`src/psw_pkg.sv`:
```
// ----------------------------------------------------------------------------
// psw_pkg
// Shared types, constants and control codes of the pilot signal window
// qualifier.
// ----------------------------------------------------------------------------
package psw_pkg;

    localparam int WINDOW_DEF = 16;
    localparam int SAMPLE_W   = 16;
    localparam int MISFIT_W   = 7;
    localparam int CFG_IDX_W  = 2;
    localparam int CFG_DATA_W = 16;

    typedef logic [SAMPLE_W-1:0]   sample_t;
    typedef logic [MISFIT_W-1:0]   misfit_t;
    typedef logic [CFG_IDX_W-1:0]  cfg_idx_t;
    typedef logic [CFG_DATA_W-1:0] cfg_data_t;

    localparam cfg_idx_t CFG_PILOT_MAX_DEV = 2'd0;
    localparam cfg_idx_t CFG_PROX_MAX_DEV  = 2'd1;
    localparam cfg_idx_t CFG_MAX_MISFITS   = 2'd2;

    localparam sample_t PILOT_MAX_DEV_RST = 16'd100;
    localparam sample_t PROX_MAX_DEV_RST  = 16'd100;
    localparam misfit_t MAX_MISFITS_RST   = 7'd2;

    // One entry of the three windows, as held by one cell
    typedef struct packed {
        sample_t hi;
        sample_t lo;
        sample_t px;
    } trio_t;

    // Per-cycle commands from the sequencer to each lane
    typedef struct packed {
        logic clear;
        logic accumulate;
        logic load;
        logic count;
    } lane_ctrl_t;

    typedef enum logic [2:0] {
        ST_IDLE,
        ST_SUM,
        ST_LOAD,
        ST_COUNT,
        ST_DONE
    } state_t;

endpackage

```
`src/psw_cell.sv`:
```
// ----------------------------------------------------------------------------
// psw_cell
// One window entry for all three channels. Takes its neighbor's entry when
// the ring moves and holds otherwise.
// ----------------------------------------------------------------------------
module psw_cell
    import psw_pkg::*;
(
    input  logic  clk,
    input  logic  rst_n,
    input  logic  shift,
    input  trio_t data_in,
    output trio_t data_out
);

    trio_t entry_reg;

    always_ff @(posedge clk or negedge rst_n)
    begin
        if (!rst_n)
        begin
            entry_reg <= '0;
        end
        else if (shift)
        begin
            entry_reg <= data_in;
        end
    end

    assign data_out = entry_reg;

endmodule

```
`config.mk`:
```
export PLATFORM = sky130hd
export DESIGN_NAME = psw_cell
export DESIGN_NICKNAME = d
export VERILOG_FILES = /design/src/psw_pkg.sv /design/src/psw_cell.sv
export SDC_FILE = /design/constraint.sdc
export NUM_CORES = 1
export LEC_CHECK = 0
export BUFFER_PORTS_ARGS = -buffer_cell sky130_fd_sc_hd__clkbuf_2
export CAP_MARGIN = 10
export CORE_MARGIN = 5
export CORE_UTILIZATION = 47
export DETAILED_ROUTE_END_ITERATION = 12
export PLACE_DENSITY = 0.83
export SLEW_MARGIN = 20
export SYNTH_ARGS = -nofsm -noshare
export SYNTH_HDL_FRONTEND = slang
export SYNTH_SLANG_ARGS = --single-unit
```
`constraint.sdc`:
```
create_clock -name clk -period 2.35 [get_ports clk]
set_clock_uncertainty 0.05 [all_clocks]
set_input_delay 0.1175 -clock clk [delete_from_list [all_inputs] [get_ports clk]]
set_output_delay 0.1175 -clock clk [all_outputs]
set_load 0.1 [all_outputs]
```
==> Yosys cells after proc, flatten, opt, wreduce, memory -nomap -nowiden <==
Index checks and enable logic that the tools add are counted.
{ "totals": {"ff_bits": 48, "input_bits": 51, "out_inout_bits": 48, "wordCells": 3} }

==> Depth between registers and ports, before layout <==
{ "depth": {"depth_word": 0, "depth_mapped": 3, "ltp_nobuf": 1} }

==> Worst setup path before layout <==
Ideal clock, no wire load.
{ "synth_path": {"kind": "reg-to-reg", "from": "reg, netlist name data_out[10]", "to": "reg entry_reg (netlist bit data_out[10])", "setup_ns": 0.126, "arrival_ns": 1.132, "path_slack_ns": 1.042, "path_stages_with_launch": 2, "period_less_slack_ns": 1.308, "cell_sequence": "dfrtp_1 mux2_4"} }
{ "synth_lines": {"columns": ["item", "line_no", "rtl"], "rows": [
  ["to (signal assigned)", "psw_cell.sv:26", "entry_reg <= data_in;"],
  ["to (decl)", "psw_cell.sv:16", "trio_t entry_reg;"]
]} }

==> Final worst setup path <==
{ "layout_path": {"from": "reg entry_reg (netlist bit data_out[13])", "to": "out data_out[13] (netlist name)"} }
{ "layout_lines": {"columns": ["item", "line_no", "rtl"], "rows": [
  ["to (decl)", "psw_cell.sv:13", "output trio_t data_out"]
]} }
No word-level cell between the ends.

==> run metrics <==
final core utilization=72.0%; worst hold start=data_in[25]; gr ovfl total=0; RD Place Congestion=roughly 0.67; via count=approximately 1300; Placed Cells=244; initial antenna violation count=0; Fin. Hold Viols=0; area of the core=around 3700 um2; Final Setup Violations=0; status=completed; Hold WC Path Type=in2reg; crit path DAT=roughly 1.2 ns; maximum fanout along the worst path=2; # IOs=99; worst r2r path cells=1; # DRC=0; final worst slack=between 1 and 1.5 ns; Cell Rows=22; Die Span X=72.9 um; Die Footprint=approximately 5300 um2; Setup Crit Path Kind=reg2out; dpl hpwl=about 2900 um; Max rail drop VDD=slightly above 0.0005 V; Area Growth Syn to Fin=44.9%; DR iter-0 viols=43; Clock Path Buffers=2; Worst-Skew Late Latency=just under 0.3 ns; CTS tree=yes; post-synth cell types=5; final worst path period need=roughly 1.3 ns; CP Launch Type=flop; synthesized area=1860 um2; RR Endpoint=data_out[13]; fmax=~0.76 GHz; Max-cap violations=0; Initial Util=~50%; CP Capture Type=primary output; DR pass1 iterations=2; Total Power=2.37 mW; Die Span Y=approximately 73 um; vias in the first global route=about 1300; Num Clock Sinks=48; max incr delay on CP=between 0.4 and 0.5 ns; post-CTS sizing=0; WHS Path Cells=2; Crit path required time=about 2.2 ns; Post-Syn Nets=roughly 150; CTS HTree Levels=2; Cells after Synth=about 100; first-pass GRT wire length=between 6000 and 7000 um; largest net degree at the start of global routing=just under 50; Lkg Pwr=between 1 and 1.5 nW; Endpoint, Worst Hold=data_out[25]; CTS root buf=clkbuf_8; synth top area cells=dfrtp_1 65%, mux2_2 17%, mux2_4 16%; post-route design area=approximately 2700 um2; Final Slew Violations=0; Top Family by Delay on Critical Path=buffers and inverters; vias per std cell=approximately 4.6; CP Cell Sequence=clkbuf_2; final setup TNS=0 ns; Reg-to-Reg Start=data_out[13]; Seq/Total Area, Yosys=64.6%; relative slew slack=roughly 62%; CP Buf/Inv Count=1; pre-CTS WS=approximately 0.92 ns; nets@finish=275; aggregate global-route resource usage=around 15%; fill cell count=roughly 270; final worst-path cycle share=between 50 and 60%; Power Density=880 nW/um2; IO Port Bufs=98; Mapped Avg Cell Area=18.4 um2; Clock transition at path regs=about 0.09 ns; Ys Warns=0; area leader, netlist=dfrtp_1; share of the synthesized area in the top cell type=64.6%; Register Area=between 1000 and 1500 um2; worst hold margin=between 0.007 and 0.008 ns; post-route ant nets=0; max reg flops=between 40 and 50; Worst Tran Pin Value=~0.57 ns; TritonCTS buffer count=5; RSZ-0062 raised after global routing=no; area of the multi-input gates=roughly 600 um2; reg2reg setup slack=around 1.5 ns; WL per Instance=approximately 15 um; Post-DP Area=between 2000 and 2500 um2; n_diodes=0; drt total wl=between 4000 and 5000 um; proportion of layout cells with a drive suffix above 1=68.4%; Slowest-stage cell, CP=clkbuf_2; Post-Layout Cell Count=roughly 270; register bit count reported by yosys=48
==> where the power goes <==
part           internal [mW]  leakage [nW]  switching [mW]  total, mW
clock                  0.240        0.0455           0.248      0.488
combinational          0.201         0.784           0.732      0.932
sequential             0.908         0.561          0.0441      0.952
total                   1.35          1.39            1.02       2.37
==> layout by cell type, fill, tap and decap left out <==
master,count
dfrtp_1,48
clkbuf_2,98
mux2_2,28
buf_12,1
clkbuf_1,2
dlygate4sd3_1,21
clkbuf_8,6
buf_4,1
mux2_4,20
==> per-layer routing <==
| metal | part of all wire (%) | GRT usage (%) | up-vias |
|---|---|---|---|
| li1 | - | - | 598 |
| met1 | 36 | 16.9 | 601 |
| met2 | 56 | 27.4 | 44 |
| met3 | 6.2 | 3.86 | 7 |
| met4 | 1.6 | 6.76 | 0 |
| met5 | 0 | 0 | - |
==> how the worst max path moves through the flow <==
stage,startpoint,endpoint,slack [ns],cells past startpoint
final,data_out[13],data_out[13],1.04,1
after global routing,data_out[14],data_out[14],1.0,1
after detailed placement,shift,data_out[25],0.92,3
after global placement,shift,data_out[22],0.94,3
after floorplan,data_out[10],data_out[10],1.04,1
after CTS,data_out[13],data_out[13],1.02,1
==> final cells by class <==
| class | count | share of cell area [%] |
|---|---|---|
| sequential | 48 | 44.6 |
| tap | 48 | 2.23 |
| multi-input combinational | 48 | 22.8 |
| timing repair buffer | 121 | 27.0 |
| clock buffer | 8 | 3.34 |
==> Yosys cell counts <==
| master | n |
|---|---|
| buf_2 | 2 |
| buf_6 | 3 |
| dfrtp_1 | 48 |
| mux2_2 | 28 |
| mux2_4 | 20 |
==> cells by family after synthesis <==
family	count (synthesis)	synth area share [%]
DFF	48	64.6
buffers and inverters	5	2.35
muxes	48	33.1
==> repair_timing <==
item,in CTS,in global routing
endpoints found under the hold margin,65,3
buffers inserted,0,0
hold buffers,18,3
Power figures use the tool's default switching activity.
