### config.mk
export PLATFORM = sky130hd
export DESIGN_NAME = psw_lane
export DESIGN_NICKNAME = d
export VERILOG_FILES = /design/src/psw_pkg.sv /design/src/psw_lane.sv
export SDC_FILE = /design/constraint.sdc
export NUM_CORES = 1
export LEC_CHECK = 0
export BUFFER_PORTS_ARGS = -buffer_cell sky130_fd_sc_hd__buf_2
export CORE_MARGIN = 4
export CORE_UTILIZATION = 54
export DETAILED_ROUTE_END_ITERATION = 6
export GPL_TIMING_DRIVEN = 1
export PLACE_DENSITY_LB_ADDON = 0.1
export SYNTH_ARGS = -nofsm -noshare
export SYNTH_HDL_FRONTEND = slang
export SYNTH_SLANG_ARGS = --single-unit
export TNS_END_PERCENT = 20
### constraint.sdc
create_clock -name clk -period 4.2 [get_ports clk]
set_clock_uncertainty 0.2 [all_clocks]
set_input_delay 0.21 -clock clk [delete_from_list [all_inputs] [get_ports clk]]
set_output_delay 0.21 -clock clk [all_outputs]
set_load 0.01 [all_outputs]
### src/psw_pkg.sv
// ----------------------------------------------------------------------------
// psw_pkg
// Shared types, constants and control codes of the pilot signal window
// qualifier.
// ----------------------------------------------------------------------------
package psw_pkg;

    localparam int WINDOW_DEF = 16;
    localparam int SAMPLE_W   = 16;
    localparam int MISFIT_W   = 7;
    localparam int CFG_IDX_W  = 2;
    localparam int CFG_DATA_W = 16;

    typedef logic [SAMPLE_W-1:0]   sample_t;
    typedef logic [MISFIT_W-1:0]   misfit_t;
    typedef logic [CFG_IDX_W-1:0]  cfg_idx_t;
    typedef logic [CFG_DATA_W-1:0] cfg_data_t;

    localparam cfg_idx_t CFG_PILOT_MAX_DEV = 2'd0;
    localparam cfg_idx_t CFG_PROX_MAX_DEV  = 2'd1;
    localparam cfg_idx_t CFG_MAX_MISFITS   = 2'd2;

    localparam sample_t PILOT_MAX_DEV_RST = 16'd100;
    localparam sample_t PROX_MAX_DEV_RST  = 16'd100;
    localparam misfit_t MAX_MISFITS_RST   = 7'd2;

    // One entry of the three windows, as held by one cell
    typedef struct packed {
        sample_t hi;
        sample_t lo;
        sample_t px;
    } trio_t;

    // Per-cycle commands from the sequencer to each lane
    typedef struct packed {
        logic clear;
        logic accumulate;
        logic load;
        logic count;
    } lane_ctrl_t;

    typedef enum logic [2:0] {
        ST_IDLE,
        ST_SUM,
        ST_LOAD,
        ST_COUNT,
        ST_DONE
    } state_t;

endpackage

### src/psw_lane.sv
// ----------------------------------------------------------------------------
// psw_lane
// Per-channel arithmetic: sums the entries passing the ring tail, scales the
// sum by a fixed reciprocal of the window length to get the mean, then counts
// entries whose distance from the mean exceeds the limit.
// ----------------------------------------------------------------------------
module psw_lane
    import psw_pkg::*;
#(
    parameter int WINDOW = WINDOW_DEF
)
(
    input  logic       clk,
    input  logic       rst_n,
    input  lane_ctrl_t ctrl,
    input  sample_t    tail,
    input  sample_t    limit,
    output sample_t    mean,
    output misfit_t    misfits
);

    localparam int     LOG_W   = $clog2(WINDOW);
    localparam int     SUM_W   = SAMPLE_W + LOG_W;
    localparam int     SHIFT   = SUM_W + LOG_W;
    localparam int     RECIP_W = SUM_W + 1;
    localparam int     PROD_W  = SUM_W + RECIP_W;
    localparam longint ONE_L   = 1;
    // Rounded-up reciprocal: exact truncated quotient for every SUM_W-bit sum
    localparam longint RECIP_L = ((ONE_L << SHIFT) + longint'(WINDOW) - 1) / longint'(WINDOW);
    localparam logic [RECIP_W-1:0] RECIP = RECIP_W'(RECIP_L);

    logic [SUM_W-1:0] sum_reg;
    sample_t          quot_reg;
    misfit_t          cnt_reg;

    logic [PROD_W-1:0] product;
    logic [SAMPLE_W:0] diff_up;
    logic [SAMPLE_W:0] diff_dn;
    sample_t           distance;

    always_comb
    begin
        product  = PROD_W'(sum_reg) * PROD_W'(RECIP);
        diff_up  = {1'b0, tail} - {1'b0, quot_reg};
        diff_dn  = {1'b0, quot_reg} - {1'b0, tail};
        distance = diff_up[SAMPLE_W] ? diff_dn[SAMPLE_W-1:0] : diff_up[SAMPLE_W-1:0];
    end

    always_ff @(posedge clk or negedge rst_n)
    begin
        if (!rst_n)
        begin
            sum_reg  <= '0;
            quot_reg <= '0;
            cnt_reg  <= '0;
        end
        else
        begin
            if (ctrl.clear)
            begin
                sum_reg <= '0;
                cnt_reg <= '0;
            end
            else if (ctrl.accumulate)
            begin
                sum_reg <= sum_reg + SUM_W'(tail);
            end
            else if (ctrl.count && (distance > limit))
            begin
                cnt_reg <= cnt_reg + 7'd1;
            end

            if (ctrl.load)
            begin
                quot_reg <= product[SHIFT +: SAMPLE_W];
            end
        end
    end

    assign mean    = quot_reg;
    assign misfits = cnt_reg;

endmodule

### Yosys cells after proc, flatten, opt, wreduce, memory -nomap -nowiden

Index checks and enable logic that the tools add are counted.

* add/subtract/negate cells: 4
* order comparisons: 1
* equality and inequality tests: 1
* multiplexer cells: 6
* reductions and logical operators: 4

Operators with widths (count)
* $mux 20: 2
* $mux 7: 3
* $add 20x16->20: 1
* $sub 16x16->17: 1
* $gt 16x16->1: 1
* $mux 16: 1
* $sub 16x16->16: 1
* $add 7x1->7 const B: 1
* $reduce_bool 2->1: 2
* $ne 2x1->1 const B: 1
* $reduce_and 2->1: 1
* $logic_and 1x1->1: 1

* flip-flop bits (word level): 43
* input bits: 38
* output and inout bits: 23
* word-level logic and storage cells: 19

### Longest topological paths before layout

* depth after elaboration: 7
* mapped depth: 20
* mapped depth without buffers: 19

### Worst setup path after synthesis

OpenSTA, ideal clock, no wires.

* path type: register to register
* from: reg quot_reg[0], in the netlist mean[0]
* to: reg cnt_reg[5], in the netlist misfits[5]
* setup time: 0.127 ns
* arrival: 3.789 ns
* required time: 3.873 ns
* setup slack: 0.084 ns
* stages on the path, launching flop included: 19
* buffers on the path: 0
* clock period less this slack: 4.116 ns
* cells stage by stage: dfrtp_1 > inv_1 > ha_1 > inv_1 > fa_1 > a21o_1 > a21oi_1 > o21ai_1 > a31o_1 > a211oi_1 > a21oi_1 > xor2_1 > ha_1 > nand4_1 > nor3_1 > o21ai_1 > a31oi_2 > and4_1 > mux2_1

* word-level cells in the longest chain between the ends: 6
* elaborated cells between the ends (all ways): 7
* those cells by class: add/sub: 2; order compare: 1; mux: 1; reduce/logical: 3

RTL lines
* from (decl): line psw_lane.sv:33 `sample_t quot_reg;`
* from (signal assigned): line psw_lane.sv:75 `quot_reg <= product[SHIFT +: SAMPLE_W];`
* $sub 16x16->17 or $sub 16x16->16 (tied branches): line psw_lane.sv:44, psw_lane.sv:45
* $mux 16 (*): line psw_lane.sv:46 `distance = diff_up[SAMPLE_W] ? diff_dn[SAMPLE_W-1:0] : diff_up[SAMPLE_W-1:0];`
* $gt 16x16->1 (*): line psw_lane.sv:68 `else if (ctrl.count && (distance > limit))`
* $logic_and 1x1->1 (*): line psw_lane.sv:68
* $reduce_bool 2->1 (no line) (*)
* $reduce_and 2->1 (no line) (*)
* to (signal assigned): line psw_lane.sv:70 `cnt_reg <= cnt_reg + 7'd1;`
* to (decl): line psw_lane.sv:34 `misfit_t cnt_reg;`

Mark *: on every way between the ends. The rest lies on a longest branch, timed or not.
A chain may end at the register's enable or synchronous reset.

### Worst setup path after layout

* from: reg quot_reg[0], in the netlist mean[0]
* to: reg cnt_reg[6], in the netlist misfits[6]

The elaborated chain is that of the path after synthesis.

==> flow_summary.toml <==
[global_routing]
grt.overflow.total = 0
groute.usage.overall_pct = 24.1
grt_pass1_wl_um = 19400
grt_start_max_net_pins = 44
grt_pass1_vias = 4058
antenna_found_initial = 0

[pwr]
power_leakage_nw = 2.69
ir_drop_v = 0.000248
pwr-share-comb_pct = 55.6
design_power_total_mw = 1.87
power_frac_clock_pct = 17.5
p_per_area_mw_per_mm2 = 350
switching_share_pct = 41.0
intPower_mw = 1.10
pwr-share-seq_pct = 26.9
p_sw_uw = 766

[die]
die_x_um = 99.7
die_y_um = 99.7
coreArea_mm2 = 0.00822
start_util_pct = 55.3
dieArea_mm2 = 0.00995
io_pins = 61
rows = 33

[logic_synthesis]
async_reset_ff_share_pct = 100
synth_top_area_cell = "dfrtp_1"
synth-edff-count = 0
synthTopCellsByArea = "dfrtp_1, ha_1, a21oi_1, inv_1, o21ai_0"
syn_inst = 552
synth_cell_type_count = 61
ys_ff_latch = 43
synth_top_cell_area_share_pct = 23.7
synth.net_count = 657
synth_seq_area_share_pct = 23.7
synth_area_mm2 = 0.00454
syn_avg_cell_area_um2 = 8.23
synth_ff_type = "dfrtp_1"
yosys_warnings = 0

[place]
place_congestion = 0.925
port_buffers = 60
dp_hpwl_um = 9530
dp_cells = 726

[route]
routed_wl_um = 11900
wl_met2_um = 5850
vias = 4194
drtPass1Iterations = 4
wl_met1_um = 5300
drcViolationCount = 0
viasPerCell = 5.67
wl_met3_um = 493
drt-initial-drc-count = 154
post_drt_wl_per_cell_um = 16.1
ant_nets = 0
dr.max_layer_used = "met4"

[worst_setup_path]
crit_path_start_kind = "flop"
crit_required_ns = 4.18
criticalPathCategory = "reg -> reg"
cp_data_arrival_time_ns = 4.21
end_kind = "flop"
crit_fanout = 12

[status]
status = "complete, but fails checks"
violations = "negative setup slack"

[clock_network]
root_buffer = "clkbuf_8"
cts_tree = "done"
clk_latency_ns = 0.30
clock-sinks = 43
clk_pin_slew_ns = 0.08
htreeDepth = 2
cts_buffers = 5
clockBufferDepth = 2

[sta]
timing.fmax_mhz = 237
rsz0062_at_grt = "true"
fin_crit_ns = 4.23
finalCritPeriodShare_pct = 101
setup_viol = 2
worst_pin_slew_ns = 0.954
maxSlewHeadroom_pct = 36.4
hold_viol_final = 0
drv_slew = 0
finalWorstSetupSlack_ns = -0.0280

[hold_path]
hold_class = "in -> reg"

[cells_and_area]
most-common-layout-cells = "ha_1, buf_2, inv_1"
final_cells = 740
syn_to_final_growth_pct = 17.6
final_common_cell = "ha_1"
final_nets = 739
largest_register_ffs = 20
num_antenna_cells = 0
fill_cells = 721
layout-drive-gt1-share_pct = 21.3

[flow_run]
max_cap_violations = 0
-- metrics by stage --
step / worst slack [ns] / hold WS, ns / setup TNS (ns) / utilization [%] / area, um2
after floorplan: 0.0839 / -0.286 / 0 / - / 4540
after global placement: -0.100 / 0.222 / -0.225 / 62.0 / 5090
after detailed placement: -0.229 / 0.208 / -1.06 / 62.0 / 5090
after CTS: 0.0118 / 0.127 / 0 / 64.1 / 5270
after global routing: -0.225 / 0.163 / -1.10 / 65.0 / 5340
final: -0.0280 / 0.130 / -0.0553 / 65.0 / 5340
-- per-layer routing --
layer,vias to the layer above,GRT usage [%]
li1,2111,-
met1,1944,31.7
met2,118,41.8
met3,21,2.10
met4,0,7.35
met5,-,0
-- cell type report --
cell class                      instances  area, um2  share of cell area [%]
Multi-Input combinational cell        431       3230                    60.4
Sequential cell                        43       1080                    20.1
Timing Repair Buffer                   95        577                    10.8
Inverter                               58        218                    4.07
Tap cell                              105        131                    2.46
Clock buffer                            5       68.8                    1.29
Clock inverter                          3       43.8                   0.820
-- critical path: stages, from the launching register on --
cell and delay, ns:
dfrtp_1 0.42, ha_2 0.23, inv_2 0.04, fa_2 0.34, a21oi_2 0.16, nor2_2 0.07, o2111ai_2 0.20, nand3_4 0.15
buf_6 0.18, a211oi_1 0.21, a21oi_1 0.07, xor2_1 0.14, ha_1 0.31, nand4_1 0.15, nor3_2 0.26, o21ai_2 0.10
a31oi_4 0.31, and4_1 0.24, mux2_1 0.31
-- cells by family (layout without fill, tap and decap cells) --
kind of cell / count (synthesis) / count (layout) / synth area share (%)
adder cells (fa/ha/maj): 67 / 67 / 18.9
flip-flops: 43 / 43 / 23.7
multiplexers: 18 / 18 / 4.10
AO/OA/AOI/OAI: 170 / 170 / 24.3
buffers and inverters: 78 / 161 / 7.05
XOR/XNOR: 31 / 31 / 5.97
AND/OR/NAND/NOR: 145 / 145 / 15.9
-- synthesized netlist by cell type (all sizes together) (2+ instances only) --
cell / number
a21boi: 3
ha: 64
or3: 3
nand2b: 3
and3: 3
and2: 2
a31oi: 5
mux2i: 13
xnor2: 19
o21bai: 3
fa: 3
nand3: 8
o22ai: 3
buf: 14
nand4: 11
nor3: 8
inv: 57
o21ai: 54
nand2: 42
a21o: 17
o2111ai: 2
nor2b: 14
a31o: 2
dfrtp: 43
nor2: 44
mux2: 5
a211oi: 11
a221oi: 3
xor2: 12
a21oi: 47
o31ai: 3
o21a: 7
and4: 4
o211ai: 3
clkbuf: 6
-- path summary, 6_finish.rpt --
check | start | end | slack, ns | depth (start not counted)
hold / removal | tail[0] | sum_reg[0] | 0.13 | 4
setup / recovery | mean[0] | misfits[6] | -0.03 | 18
min in group asynchronous | rst_n | mean[14] | 0.40 | 2
setup reg to reg | mean[0] | misfits[6] | -0.03 | 18
hold reg to reg | sum_reg[19] | mean[15] | 0.31 | 2
max in group asynchronous | rst_n | sum_reg[8] | 2.81 | 2
-- repair_timing --
item                       in CTS  in global routing
gates resized for setup         8                 16
hold endpoints to repair       43                  0
setup endpoints to repair       7                  7
pin swaps                       9                 16
hold buffers                    1                  0
setup buffers                   2                  3
-- power by group through the flow --
| stage | Sequential, mW | Clock (mW) | Combinational [mW] |
|---|---|---|---|
| final | 0.503 | 0.326 | 1.04 |
| after global routing | 0.510 | 0.348 | 1.15 |
| after CTS | 0.502 | 0.330 | 1.00 |
| after detailed placement | 0.511 | 0 | 0.979 |
| after global placement | 0.509 | 0 | 0.959 |
| after floorplan | 0.510 | 0 | 0.692 |
No activity file was read; power rests on OpenSTA's default activity.
